[src/rtl/core/battery_voltage_monitor_assert.svh]
// Assertion macros used by the battery voltage monitor top level.
`ifndef BATTERY_VOLTAGE_MONITOR_ASSERT_SVH
`define BATTERY_VOLTAGE_MONITOR_ASSERT_SVH

`ifndef SYNTH
// The consequent must hold in the same cycle as the antecedent.
`define BVM_ASSERT_SAME(label, ante, cons) \
  label: assert property (@(posedge clk) disable iff (rst) (ante) |-> (cons)) \
    else $error("battery_voltage_monitor: check failed");
// The consequent must hold in the cycle after the antecedent.
`define BVM_ASSERT_NEXT(label, ante, cons) \
  label: assert property (@(posedge clk) disable iff (rst) (ante) |=> (cons)) \
    else $error("battery_voltage_monitor: check failed");
`else
`define BVM_ASSERT_SAME(label, ante, cons)
`define BVM_ASSERT_NEXT(label, ante, cons)
`endif

`endif

[src/rtl/core/bvm_pkg.sv]
// Shared constants and types of the battery voltage monitor.
package bvm_pkg;

  localparam int ADC_BITS       = 12;
  localparam int MV_W           = 13;
  localparam int BURST_LEN      = 10;
  localparam int BURST_CNT_W    = $clog2(BURST_LEN);
  localparam int SUM_W          = $clog2(BURST_LEN * ((1 << ADC_BITS) - 1) + 1);
  localparam int TRIM_SHIFT     = 3;
  localparam int VREF_MV        = 2500;
  localparam int RING_INIT_MV   = 3700;
  localparam int RING_DEPTH_DEF = 8;
  localparam int RATIO_W        = 2;
  localparam int CFG_INDEX_W    = 2;
  localparam int CFG_DATA_W     = 13;
  localparam int RATIO_RST      = 3;
  localparam int STANDBY_RST    = 3300;
  localparam int WARNING_RST    = 3450;

  typedef enum logic [CFG_INDEX_W-1:0] {
    REG_SCALE_RATIO = 2'd0,
    REG_STANDBY_TH  = 2'd1,
    REG_WARNING_TH  = 2'd2
  } cfg_reg_t;

  typedef struct packed {
    logic [ADC_BITS-1:0] raw_sample;
  } sample_word_t;

  typedef struct packed {
    logic [MV_W-1:0] burst_mv;
    logic [MV_W-1:0] average_mv;
    logic            standby_request;
    logic            low_warning;
  } result_word_t;

  typedef struct packed {
    logic [SUM_W-1:0]    sum;
    logic [ADC_BITS-1:0] lo;
    logic [ADC_BITS-1:0] hi;
  } burst_stats_t;

  typedef struct packed {
    logic prefetch;
    logic commit;
  } ring_ctl_t;

endpackage

[src/rtl/core/bvm_stream_if.sv]
// Valid/ready stream interface carrying one payload word per handshake.
interface bvm_stream_if #(
  parameter type payload_t = logic
) ();
  logic     valid;
  logic     ready;
  payload_t data;

  modport source (output valid, output data, input ready);
  modport sink (input valid, input data, output ready);
endinterface

[src/rtl/core/bvm_burst_acc.sv]
// Burst accumulator: running sum, minimum and maximum over each burst of samples.
module bvm_burst_acc
  import bvm_pkg::*;
(
  input  logic                clk,
  input  logic                rst,
  input  logic                accept,
  input  logic [ADC_BITS-1:0] raw,
  output logic                last,
  output burst_stats_t        stats,
  output logic                stats_valid
);

  logic [BURST_CNT_W-1:0] count;
  logic [SUM_W-1:0]       sum;
  logic [ADC_BITS-1:0]    lo;
  logic [ADC_BITS-1:0]    hi;
  logic [SUM_W-1:0]       sum_next;
  logic [ADC_BITS-1:0]    lo_next;
  logic [ADC_BITS-1:0]    hi_next;

  always_comb begin
    sum_next = sum + SUM_W'(raw);
    lo_next  = (raw < lo) ? raw : lo;
    hi_next  = (raw > hi) ? raw : hi;
    last     = (count == BURST_CNT_W'(BURST_LEN - 1));
  end

  always_ff @(posedge clk) begin
    if (rst) begin
      count       <= '0;
      sum         <= '0;
      lo          <= '1;
      hi          <= '0;
      stats_valid <= 1'b0;
    end else begin
      stats_valid <= accept && last;
      if (accept) begin
        if (last) begin
          count <= '0;
          sum   <= '0;
          lo    <= '1;
          hi    <= '0;
        end else begin
          count <= count + 1'b1;
          sum   <= sum_next;
          lo    <= lo_next;
          hi    <= hi_next;
        end
      end
    end
  end

  always_ff @(posedge clk) begin
    if (accept && last) begin
      stats <= '{sum: sum_next, lo: lo_next, hi: hi_next};
    end
  end

endmodule

[src/rtl/core/bvm_ring.sv]
// Ring of recent burst voltages with its running total.
module bvm_ring
  import bvm_pkg::*;
#(
  parameter int  RING_DEPTH = RING_DEPTH_DEF,
  localparam int POS_W      = $clog2(RING_DEPTH),
  localparam int TOT_W      = MV_W + $clog2(RING_DEPTH)
) (
  input  logic             clk,
  input  logic             rst,
  input  ring_ctl_t        ctl,
  input  logic [MV_W-1:0]  mv,
  output logic [TOT_W-1:0] total
);

  logic [MV_W-1:0]       mem [RING_DEPTH];
  logic [RING_DEPTH-1:0] vld;
  logic [POS_W-1:0]      pos;
  logic [POS_W-1:0]      nxt;
  logic [MV_W-1:0]       rd_data;
  logic                  rd_vld;
  logic [MV_W-1:0]       old_mv;

  always_comb begin
    nxt    = (pos == POS_W'(RING_DEPTH - 1)) ? '0 : pos + 1'b1;
    // An entry never written reads as the power-up voltage.
    old_mv = rd_vld ? rd_data : MV_W'(RING_INIT_MV);
  end

  always_ff @(posedge clk) begin
    if (ctl.prefetch) begin
      rd_data <= mem[nxt];
    end
    if (ctl.commit) begin
      mem[nxt] <= mv;
    end
  end

  always_ff @(posedge clk) begin
    if (rst) begin
      vld    <= '0;
      pos    <= '0;
      rd_vld <= 1'b0;
      total  <= TOT_W'(RING_INIT_MV * RING_DEPTH);
    end else begin
      if (ctl.prefetch) begin
        rd_vld <= vld[nxt];
      end
      if (ctl.commit) begin
        vld[nxt] <= 1'b1;
        pos      <= nxt;
        total    <= total - TOT_W'(old_mv) + TOT_W'(mv);
      end
    end
  end

endmodule

[src/rtl/core/battery_voltage_monitor.sv]
// Top level of the battery voltage monitor: burst trimming, ring average, limits.
//
//  channel   dir  word                                               handshake
//  sample    in   raw_sample                                         valid/ready
//  result    out  burst_mv, average_mv, standby_request, low_warning valid/ready
//  cfg       in   cfg_index, cfg_data                                cfg_write
//
// One sample word is taken per cycle while sample.ready is high. The tenth word of a
// burst starts a four-stage pass (trim, scale multiply, ring update, average multiply)
// and its result word is then offered from the output register.
// Only one burst is in that pass at a time: a burst-ending sample waits while the
// previous burst has not reached the output register; other samples are never held.
// Reset is synchronous; the ring reads as 3700 mV per entry until each entry is written.
module battery_voltage_monitor
  import bvm_pkg::*;
#(
  parameter int RING_DEPTH = RING_DEPTH_DEF
) (
  input  logic                   clk,
  input  logic                   rst,
  bvm_stream_if.sink             sample,
  bvm_stream_if.source           result,
  input  logic                   cfg_write,
  input  logic [CFG_INDEX_W-1:0] cfg_index,
  input  logic [CFG_DATA_W-1:0]  cfg_data
);

  `include "battery_voltage_monitor_assert.svh"

  localparam int TOT_W      = MV_W + $clog2(RING_DEPTH);
  localparam int DIV_SHIFT  = TOT_W + $clog2(RING_DEPTH);
  localparam int MUL_W      = TOT_W + 1;
  localparam int AVG_PROD_W = TOT_W + MUL_W;
  localparam int MV_PROD_W  = ADC_BITS + MV_W;
  // Reciprocal of the ring depth, exact for every total the ring can hold.
  localparam logic [MUL_W-1:0] DIV_MUL =
    MUL_W'(((64'd1 << DIV_SHIFT) + 64'(RING_DEPTH) - 64'd1) / 64'(RING_DEPTH));

  logic [RATIO_W-1:0] ratio;
  logic [MV_W-1:0]    standby_th;
  logic [MV_W-1:0]    warning_th;
  logic               warned;

  logic               accept;
  logic               last;
  logic               busy;
  burst_stats_t       stats;
  logic               stats_valid;

  logic [SUM_W-1:0]      trimmed;
  logic [ADC_BITS-1:0]   mean;
  logic [MV_W-1:0]       scale;
  logic [MV_PROD_W-1:0]  mv_prod;
  logic [MV_W-1:0]       mv;
  logic [MV_W-1:0]       burst_mv;
  logic [TOT_W-1:0]      total;
  logic [AVG_PROD_W-1:0] avg_prod;
  logic [MV_W-1:0]       avg;
  logic                  standby_c;
  logic                  warn_c;
  logic                  v2;
  logic                  v3;
  logic                  v4;
  logic                  adv4;
  logic                  out_valid;
  result_word_t          out_word;
  ring_ctl_t             ring_ctl;

  // Configuration registers.
  always_ff @(posedge clk) begin
    if (rst) begin
      ratio      <= RATIO_W'(RATIO_RST);
      standby_th <= MV_W'(STANDBY_RST);
      warning_th <= MV_W'(WARNING_RST);
    end else if (cfg_write) begin
      unique case (cfg_reg_t'(cfg_index))
        REG_SCALE_RATIO: ratio      <= cfg_data[RATIO_W-1:0];
        REG_STANDBY_TH:  standby_th <= cfg_data[MV_W-1:0];
        REG_WARNING_TH:  warning_th <= cfg_data[MV_W-1:0];
        default: ;
      endcase
    end
  end

  assign busy         = stats_valid | v2 | v3 | v4;
  assign sample.ready = !(last && busy);
  assign accept       = sample.valid && sample.ready;

  bvm_burst_acc u_acc (
    .clk         (clk),
    .rst         (rst),
    .accept      (accept),
    .raw         (sample.data.raw_sample),
    .last        (last),
    .stats       (stats),
    .stats_valid (stats_valid)
  );

  assign ring_ctl.prefetch = stats_valid;
  assign ring_ctl.commit   = v3;

  bvm_ring #(
    .RING_DEPTH (RING_DEPTH)
  ) u_ring (
    .clk   (clk),
    .rst   (rst),
    .ctl   (ring_ctl),
    .mv    (mv),
    .total (total)
  );

  always_comb begin
    // The sum holds the extremes, so dropping them cannot go negative.
    trimmed = stats.sum - SUM_W'(stats.lo) - SUM_W'(stats.hi);
    case (ratio)
      2'd0:    scale = '0;
      2'd1:    scale = MV_W'(VREF_MV);
      2'd2:    scale = MV_W'(2 * VREF_MV);
      default: scale = MV_W'(3 * VREF_MV);
    endcase
    mv_prod   = MV_PROD_W'(mean) * MV_PROD_W'(scale);
    avg_prod  = AVG_PROD_W'(total) * AVG_PROD_W'(DIV_MUL);
    avg       = avg_prod[DIV_SHIFT+MV_W-1:DIV_SHIFT];
    standby_c = (avg < standby_th);
    warn_c    = (avg < warning_th) && !warned;
    adv4      = v4 && (!out_valid || result.ready);
  end

  always_ff @(posedge clk) begin
    if (rst) begin
      v2        <= 1'b0;
      v3        <= 1'b0;
      v4        <= 1'b0;
      out_valid <= 1'b0;
      warned    <= 1'b0;
    end else begin
      v2        <= stats_valid;
      v3        <= v2;
      v4        <= v3 || (v4 && !adv4);
      out_valid <= adv4 || (out_valid && !result.ready);
      if (adv4 && warn_c) begin
        warned <= 1'b1;
      end
    end
  end

  always_ff @(posedge clk) begin
    if (stats_valid) begin
      mean <= trimmed[ADC_BITS+TRIM_SHIFT-1:TRIM_SHIFT];
    end
    if (v2) begin
      mv <= mv_prod[MV_PROD_W-1:ADC_BITS];
    end
    if (v3) begin
      burst_mv <= mv;
    end
    if (adv4) begin
      out_word <= '{burst_mv: burst_mv, average_mv: avg,
                    standby_request: standby_c, low_warning: warn_c};
    end
  end

  assign result.valid = out_valid;
  assign result.data  = out_word;

  `BVM_ASSERT_SAME(a_one_burst_in_flight, stats_valid, !(v2 || v3 || v4))
  `BVM_ASSERT_SAME(a_stall_only_at_burst_end, !sample.ready, last && busy)
  `BVM_ASSERT_NEXT(a_warning_latches, adv4 && warn_c, warned && out_valid)

endmodule

[src/flat_wrapper.sv]
// flat-port wrapper written by rule: the top's interface ports become plain ports
module battery_voltage_monitor_flat import bvm_pkg::*;
#(
  parameter int RING_DEPTH = RING_DEPTH_DEF
)
  (clk, rst, cfg_write, cfg_index, cfg_data, sample_valid, sample_data, sample_ready, result_valid, result_data, result_ready);
  bvm_stream_if #(.payload_t(sample_word_t)) sample_i ();
  bvm_stream_if #(.payload_t(result_word_t)) result_i ();
  input  logic clk;
  input  logic rst;
  input  logic cfg_write;
  input  logic [CFG_INDEX_W-1:0] cfg_index;
  input  logic [CFG_DATA_W-1:0] cfg_data;
  input wire logic [$bits(sample_i.valid)-1:0] sample_valid;
  input wire logic [$bits(sample_i.data)-1:0] sample_data;
  output wire logic [$bits(sample_i.ready)-1:0] sample_ready;
  output wire logic [$bits(result_i.valid)-1:0] result_valid;
  output wire logic [$bits(result_i.data)-1:0] result_data;
  input wire logic [$bits(result_i.ready)-1:0] result_ready;
  assign sample_i.valid = sample_valid;
  assign sample_i.data = sample_data;
  assign sample_ready = sample_i.ready;
  assign result_valid = result_i.valid;
  assign result_data = result_i.data;
  assign result_i.ready = result_ready;
  battery_voltage_monitor #(.RING_DEPTH(RING_DEPTH)) u_core (.clk(clk), .rst(rst), .sample(sample_i), .result(result_i), .cfg_write(cfg_write), .cfg_index(cfg_index), .cfg_data(cfg_data));
endmodule
[config.mk]
export PLATFORM = sky130hd
export DESIGN_NAME = battery_voltage_monitor_flat
export DESIGN_NICKNAME = d
export VERILOG_FILES = /design/src/rtl/core/bvm_pkg.sv /design/src/rtl/core/bvm_stream_if.sv /design/src/rtl/core/bvm_burst_acc.sv /design/src/rtl/core/bvm_ring.sv /design/src/rtl/core/battery_voltage_monitor.sv /design/src/flat_wrapper.sv
export VERILOG_INCLUDE_DIRS = /design/src /design/src/rtl/core
export SDC_FILE = /design/constraint.sdc
export NUM_CORES = 1
export LEC_CHECK = 0
export BUFFER_PORTS_ARGS = -buffer_cell sky130_fd_sc_hd__buf_2
export CAP_MARGIN = 20
export CORE_AREA = 10 10 183 185
export CTS_CLUSTER_DIAMETER = 100
export DETAILED_ROUTE_END_ITERATION = 10
export DIE_AREA = 0 0 193 195
export PLACE_DENSITY = 0.8
export SETUP_SLACK_MARGIN = 0.4
export SLEW_MARGIN = 15
export SYNTH_ARGS = -nofsm -noshare
export SYNTH_HDL_FRONTEND = slang
export SYNTH_SLANG_ARGS = --single-unit
[constraint.sdc]
create_clock -name clk -period 6.1 [get_ports clk]
set_input_delay 0.61 -clock clk [delete_from_list [all_inputs] [get_ports clk]]
set_output_delay 0.61 -clock clk [all_outputs]
set_load 0.01 [all_outputs]
Word level (Yosys, flattened, before mapping)
Memories as Yosys holds them, arrays and structs flattened. A register that Yosys moved wholly into a read port is not among the register bits.
Cells that the tools add are included.
{"block": "word_totals", "reg_bits": 211, "output_inout_bits": 30, "inputBits": 32, "mem_bits_rw": 104, "mem_count": 1, "wordCells": 89}
{"memory": "u_core.u_ring.mem", "depth": 8, "width": 13, "read_ports": 1, "rd_clocked_by_memory_dff": 1, "wr": 1, "line": "bvm_ring.sv:16", "rtl": "logic [MV_W-1:0] mem [RING_DEPTH];"}
{"block": "classes", "n_reduce_logical": 22, "add_sub_neg": 7, "mux": 15, "mul": 1, "bitwise_logic": 4, "order_cmp": 6, "eq_ne": 6}
{"cell": "$mux W12", "count": 4}
{"cell": "$pmux W13 S3", "count": 1}
{"cell": "$sub A15 B12 Y15", "count": 2}
{"cell": "$lt A13 B13 Y1", "count": 2}
{"cell": "$mul A12 B13 Y25", "count": 1}
{"cell": "$add A16 B12 Y16", "count": 1}
{"cell": "$add A16 B13 Y16", "count": 1}
{"cell": "$mux W16", "count": 1}
{"cell": "$sub A16 B13 Y16", "count": 1}
{"cell": "$mux W13", "count": 1}
{"cell": "$gt A12 B12 Y1", "count": 1}
{"cell": "$lt A12 B12 Y1", "count": 1}
{"cell": "$logic_and A1 B1 Y1", "count": 9}
{"cell": "$or A8 B8 Y8", "count": 1}
{"cell": "$reduce_and A2 Y1", "count": 3}
{"cell": "$logic_not A1 Y1", "count": 5}
{"cell": "$add A4 B1 Y4 const B", "count": 1}
{"cell": "$eq A2 B1 Y1 const B", "count": 2}
{"cell": "$eq A2 B2 Y1 const B", "count": 2}
{"cell": "$eq A4 B4 Y1 const B", "count": 1}
{"cell": "$logic_not A2 Y1", "count": 2}
{"cell": "$lt A3 B4 Y1 const B", "count": 1}
{"cell": "$mux W1", "count": 4}
{"cell": "$mux W4", "count": 1}
{"cell": "8 further kinds", "count": 12}

Depth between registers and ports, before layout
{"block": "logic_depth", "depth_word": 7, "ltp_mapped": 22, "ltp_nobuf": 21}

Hierarchy
A second synthesis with hierarchy kept.
{"block": "hier_totals", "hier_cells": 1578, "hier_area_um2": 18729.2}
{"module": "battery_voltage_monitor", "seq_area_each_um2": 2642.5, "instances": 1, "cells_each": 736, "area_per_inst_um2": 7820.0}
{"module": "bvm_ring", "seq_area_each_um2": 4073.9, "instances": 1, "cells_each": 422, "area_per_inst_um2": 6485.0}
{"module": "bvm_burst_acc", "seq_area_each_um2": 2102.0, "instances": 1, "cells_each": 420, "area_per_inst_um2": 4424.2}

Worst setup path after synthesis
Ideal clock, no wire load.
{"block": "synth_path", "path_type": "register to register", "start": "reg u_core.ratio[0]", "end": "reg u_core.mv[10] (data pin)", "synth_period_minus_slack_ns": 5.225, "arrival_ns": 4.967, "setup_time_ns": 0.258, "required_time_ns": 5.842, "path_stages_with_launch": 21, "setup_slack_ns": 0.875, "path_buffers": 1, "path_cell_list": "dfxtp_1 > inv_1 > ha_1 > clkbuf_1 > nand2_1 > nand2_1 > fa_1 > fa_1 > inv_1 > fa_1 > fa_1 > fa_1 > inv_1 > ha_1 > a21oi_1 > or2_0 > a21oi_1 > o31ai_1 > o41a_1 > nor2b_1 > xnor2_1"}
{"block": "synth_via", "elab_chain_cells": 3, "word_cells_on_any_way": 5, "cone_classes": "mul (1); eq/ne (2); mux (1); reduce/logical (1)"}
{"element": "from (decl)", "line": "battery_voltage_monitor.sv:39", "rtl": "logic [RATIO_W-1:0] ratio;"}
{"element": "from (signal assigned)", "line": "battery_voltage_monitor.sv:72", "rtl": "ratio <= RATIO_W'(RATIO_RST);"}
{"element": "from (signal assigned)", "line": "battery_voltage_monitor.sv:77", "rtl": "REG_SCALE_RATIO: ratio <= cfg_data[RATIO_W-1:0];"}
{"element": "$eq A2 B2 Y1 (tied with other cells)", "line": "battery_voltage_monitor.sv:115", "rtl": "case (ratio)"}
{"element": "$pmux W13 S3 *", "line": "battery_voltage_monitor.sv:115"}
{"element": "$mul A12 B13 Y25 *", "line": "battery_voltage_monitor.sv:121", "rtl": "mv_prod = MV_PROD_W'(mean) * MV_PROD_W'(scale);"}
{"element": "net u_core.mv_prod[22]", "line": "battery_voltage_monitor.sv:53", "rtl": "logic [MV_PROD_W-1:0] mv_prod;"}
{"element": "to (signal assigned)", "line": "battery_voltage_monitor.sv:152", "rtl": "mv <= mv_prod[MV_PROD_W-1:ADC_BITS];"}
{"element": "to (decl)", "line": "battery_voltage_monitor.sv:54", "rtl": "logic [MV_W-1:0] mv;"}
The timed path passes the listed nets; every way through them passes the cells marked *.
A chain may end at the register's enable or synchronous reset.

Worst setup path in the final report
Same ends and word-level chain as after synthesis.

==> summary.txt <==
Drt
  • Vias per cell: 5.78
  • M1 WL: 16300 um
  • Top routing layer in use: met5
  • Wire length per cell: 19.2 um
  • Met2 Routed Length: 20500 um
  • Pre-Repair DR Iteration Count: 6
  • Total wire length: 40200 um
  • 1st-iter DRT viols: 1008
  • Antenna violation net count after detailed routing: 0
  • Residual DRC: 0
  • Via Count: 12100
  • WL met3: 2220 um

Timing
  • Min Tclk post-route: 5.50 ns
  • Final Max Tran Viols: 0
  • RSZ-0062 raised after global routing: false
  • Max_slew headroom: 32.8%
  • Final setup violation count: 0
  • Endpoints failing hold: 0
  • Max Clk Rate: 182 MHz
  • Setup_tns: 0 ns
  • Final worst path period share: 90.2%
  • Clock Skew: 0.0159 ns
  • Worst-Margin Slew: 1.01 ns

Power and ir drop
  • PwrDens: 279 mW/mm^2
  • Net Sw Frac: 27.6%
  • Reg power frac: 43.0%
  • Clk pwr share: 35.9%
  • Pint: 4.15 mW
  • Comb power frac: 21.1%
  • Switch Pwr: 1.58 mW
  • Static leakage: 8.68 nW
  • Worst vdd ir: 0.000222 V

Synth
  • Register bit total from synthesis: 327
  • Unique masters post-synth: 72
  • Synthesized area: 0.0186 sq mm
  • Sequential area share after synthesis: 47.2%
  • Syn_nets: 1881
  • Synthesized area per cell: 11.6 sq um
  • Top_reg_cell synth: edfxtp_1
  • Async S/R FF share, synth: 0%
  • Ys Warns: 0
  • Post-synth EDFFs: 222
  • Syn Inst Count: 1600

Die
  • Die X: 193 um
  • DIE AREA: 0.0376 sq mm
  • Row Count: 64
  • Starting Density: 61.9%
  • Core area: 0.0300 sq mm
  • Die outline height: 195 um
  • Ports: 62

Clock tree
  • Cts bufs inserted: 36
  • Hold-fix buffers, CTS: 0
  • Depth of the CTS H-tree: 2
  • CTS tree: built
  • Clock transition at the registers of the reported paths: 0.06 ns
  • Clk sinks: 327
  • Clk_lat worst skew: 0.52 ns
  • Clock buffer depth: 3
  • Clock root buffer: clkbuf_16

Setup path
  • Worst path most repeated cell: fa_1
  • Worst setup startpoint: u_core.ratio[0]
  • CP startpoint kind: flip-flop
  • CP required: 6.38 ns
  • Crit end category: flip-flop
  • CP Class: reg2reg
  • Critical-path top delay cell: fa_1
  • Worst Setup EP: u_core.mv[10]
  • Critical Path Max Stage Delay: 0.55 ns
  • Reg2Reg Capture Point: u_core.mv[10]
  • R2R cell count: 20
  • FF-to-FF Start: u_core.ratio[0]
  • CP Cell Sequence: inv_1 -> ha_1 -> buf_4 -> nand2_1 -> nand2_1 -> fa_1 -> fa_1 -> inv_1 -> fa_1 -> fa_1 -> fa_1 -> inv_1 -> ha_2 -> a21oi_2 -> or2_0 -> a21oi_1 -> o31ai_1 -> o41a_1 -> nor2b_1 -> xnor2_1
  • CP Buf/Inv Count: 4
  • Crit path max-delay family: adder cells
  • Maximum fanout along the worst path: 14
  • Reg2Reg Setup Slack: 0.60 ns
  • Levels on crit path: 20
  • Arr. time, crit path: 5.78 ns

Layout
  • Final core utilization: 68.4%
  • Area of the multi-input gates: 0.00883 sq mm
  • Final-stage net count: 1952
  • Share of cells above drive strength 1: 11.2%
  • Layout area overhead: 10.5%
  • # fillers: 2084
  • # diodes: 0
  • Reg area: 0.00877 sq mm

Global route
  • Vias in the first global route: 12500
  • Overall routing resource usage: 21.6%
  • GRT overflow: 0
  • Initial antenna violation count: 2
  • Largest net degree at the start of global routing: 49
  • First-pass GRT wire length: 65300 um

Placed design
  • GPL Wtd Cong: 0.922
  • IO Port Bufs: 61
  • DPL Wire Length: 29500 um

Min path
  • Worst Hold Class: in2reg

Status
  • Status: completed

Run
  • Max-Cap Viols: 0
==> metrics by stage <==
| stage | instances | hold slack, ns | setup slack, ns | power [mW] | cell area [sq um] |
|---|---|---|---|---|---|
| after floorplan | 1600 | 0.400 | 0.875 | 3.41 | 18600 |
| after global placement | 2028 | 0.400 | 0.503 | 3.62 | 19400 |
| after detailed placement | 2028 | 0.405 | 0.333 | 3.68 | 19400 |
| after CTS | 2092 | 0.301 | 0.486 | 5.73 | 20500 |
| after global routing | 2093 | 0.315 | 0.385 | 6.02 | 20500 |
| final | 2093 | 0.316 | 0.595 | 5.73 | 20500 |
==> worst reg2reg max path: cells and delay by family, from the launching register on <==
kind,cells,cell delay (ns)
DFF,1,0.41
xor gates and xnor gates,1,0.07
buffers and inverters,4,0.38
AOI/OAI and AO/OA,4,0.75
adders and majority gates,7,3.12
and+or+nand+nor,4,0.52
==> placed cells by master (no fill, tap or decap), drive strengths merged, types with 8 or more instances in the layout <==
cell,n
inv,231
edfxtp,222
ha,159
nand2,133
dfxtp,105
nor2,97
fa,90
buf,82
clkbuf,53
a21oi,52
o21ai,48
xnor2,36
nor2b,30
and2,28
mux4,28
o211ai,27
a21o,25
nand2b,25
a211o,24
nor3,19
o21a,17
nand3,13
mux2,13
xor2,12
a22oi,12
a22o,12
mux2i,11
a31oi,8
==> cell usage after synthesis (4+ instances only) <==
master      n  area share (%)
nor4_1      5            0.17
nand2b_1   25            0.84
a21o_1     25             1.0
nand3b_1    5            0.20
nor3b_1     4            0.16
a22o_1     12            0.57
o21ai_0    28            0.75
inv_1     228             4.6
buf_2       5            0.13
edfxtp_1  222              36
mux2i_1    11            0.59
o211ai_1   26             1.1
a31oi_1     6            0.20
nand4_1     7            0.24
nor3_1     19            0.51
and2_1     28            0.94
a22oi_1    12            0.48
nor2_1     97             2.0
dfxtp_1   105              11
mux4_2     28             3.4
nand2_1   133             2.7
o21bai_1    4            0.16
ha_1      159              11
o22ai_1     4            0.13
xnor2_1    36             1.7
a21oi_1    51             1.4
o21a_1     17            0.69
o21ai_1    20            0.54
clkbuf_1   37            0.75
fa_1       90             9.7
a211oi_1    7            0.28
nand3_1    13            0.35
nor2b_1    30             1.0
buf_1       4           0.081
xor2_1     12            0.57
mux2_1     11            0.67
a211o_1    24             1.1
==> state kept, by name (all words and copies together) (netlist names), 13 cells and up <==
register and flops:
u_core.u_ring.mem 104, u_core.u_acc.stats 39, u_core.result.data 28, u_core.u_ring.total 16
u_core.u_acc.sum 15, u_core.burst_mv 13, u_core.mv 13, u_core.standby_th 13
u_core.u_ring.rd_data 13, u_core.warning_th 13
==> logic make-up (layout without fill, tap and decap cells) <==
family	after synthesis	count (layout)	share of synthesized area, %
AO/OA/AOI/OAI	261	261	9.73
multiplexers	52	52	4.77
adder cells (fa/ha/maj)	249	249	20.4
AND/OR/NAND/NOR	386	386	9.93
flip-flops	327	327	47.2
buffers and inverters	277	374	5.73
XOR/XNOR	48	48	2.26
==> worst min-delay path by stage <==
stage                                    from                     end  slack, ns  cells after the start
after global placement    u_core.burst_mv[11]  u_core.result.data[26]       0.40                      0
after global routing             cfg_data[11]   u_core.standby_th[11]       0.31                      2
after floorplan            u_core.burst_mv[0]  u_core.result.data[15]       0.40                      0
final                            cfg_data[11]   u_core.standby_th[11]       0.32                      2
after CTS                        cfg_data[11]   u_core.standby_th[11]       0.30                      2
after detailed placement   u_core.burst_mv[5]  u_core.result.data[20]       0.40                      0
==> per-layer routing <==
metal  global-route usage [%]  up-vias
met5                        0        -
met4                     6.90        4
met3                     3.65       84
met2                     37.1      344
met1                     27.0     5952
li1                         -     5710
==> power groups by stage <==
stage | Combinational [mW] | Sequential [mW] | Clock (mW)
finish | 1.21 | 2.46 | 2.06
detailed placement | 1.17 | 2.51 | 0
CTS | 1.18 | 2.46 | 2.08
global placement | 1.12 | 2.51 | 0
global route | 1.38 | 2.46 | 2.17
floorplan | 0.911 | 2.50 | 0
==> layout make-up <==
| class | count | share of cell area [%] |
|---|---|---|
| Inverter | 228 | 4.17 |
| Tap cell | 396 | 2.41 |
| Sequential cell | 327 | 42.7 |
| Multi-Input combinational cell | 996 | 43.0 |
| Clock inverter | 11 | 0.548 |
| Timing Repair Buffer | 82 | 2.25 |
| Clock buffer | 53 | 4.89 |
==> repair_timing <==
item                                    4_1_cts  5_1_grt
setup buffers                                 0        1
endpoints found under the setup margin        1        6
gates resized for setup                       1        6
hold endpoints to repair                      0        0
pin swaps                                     0        1
(Power assumes the default switching activity.)
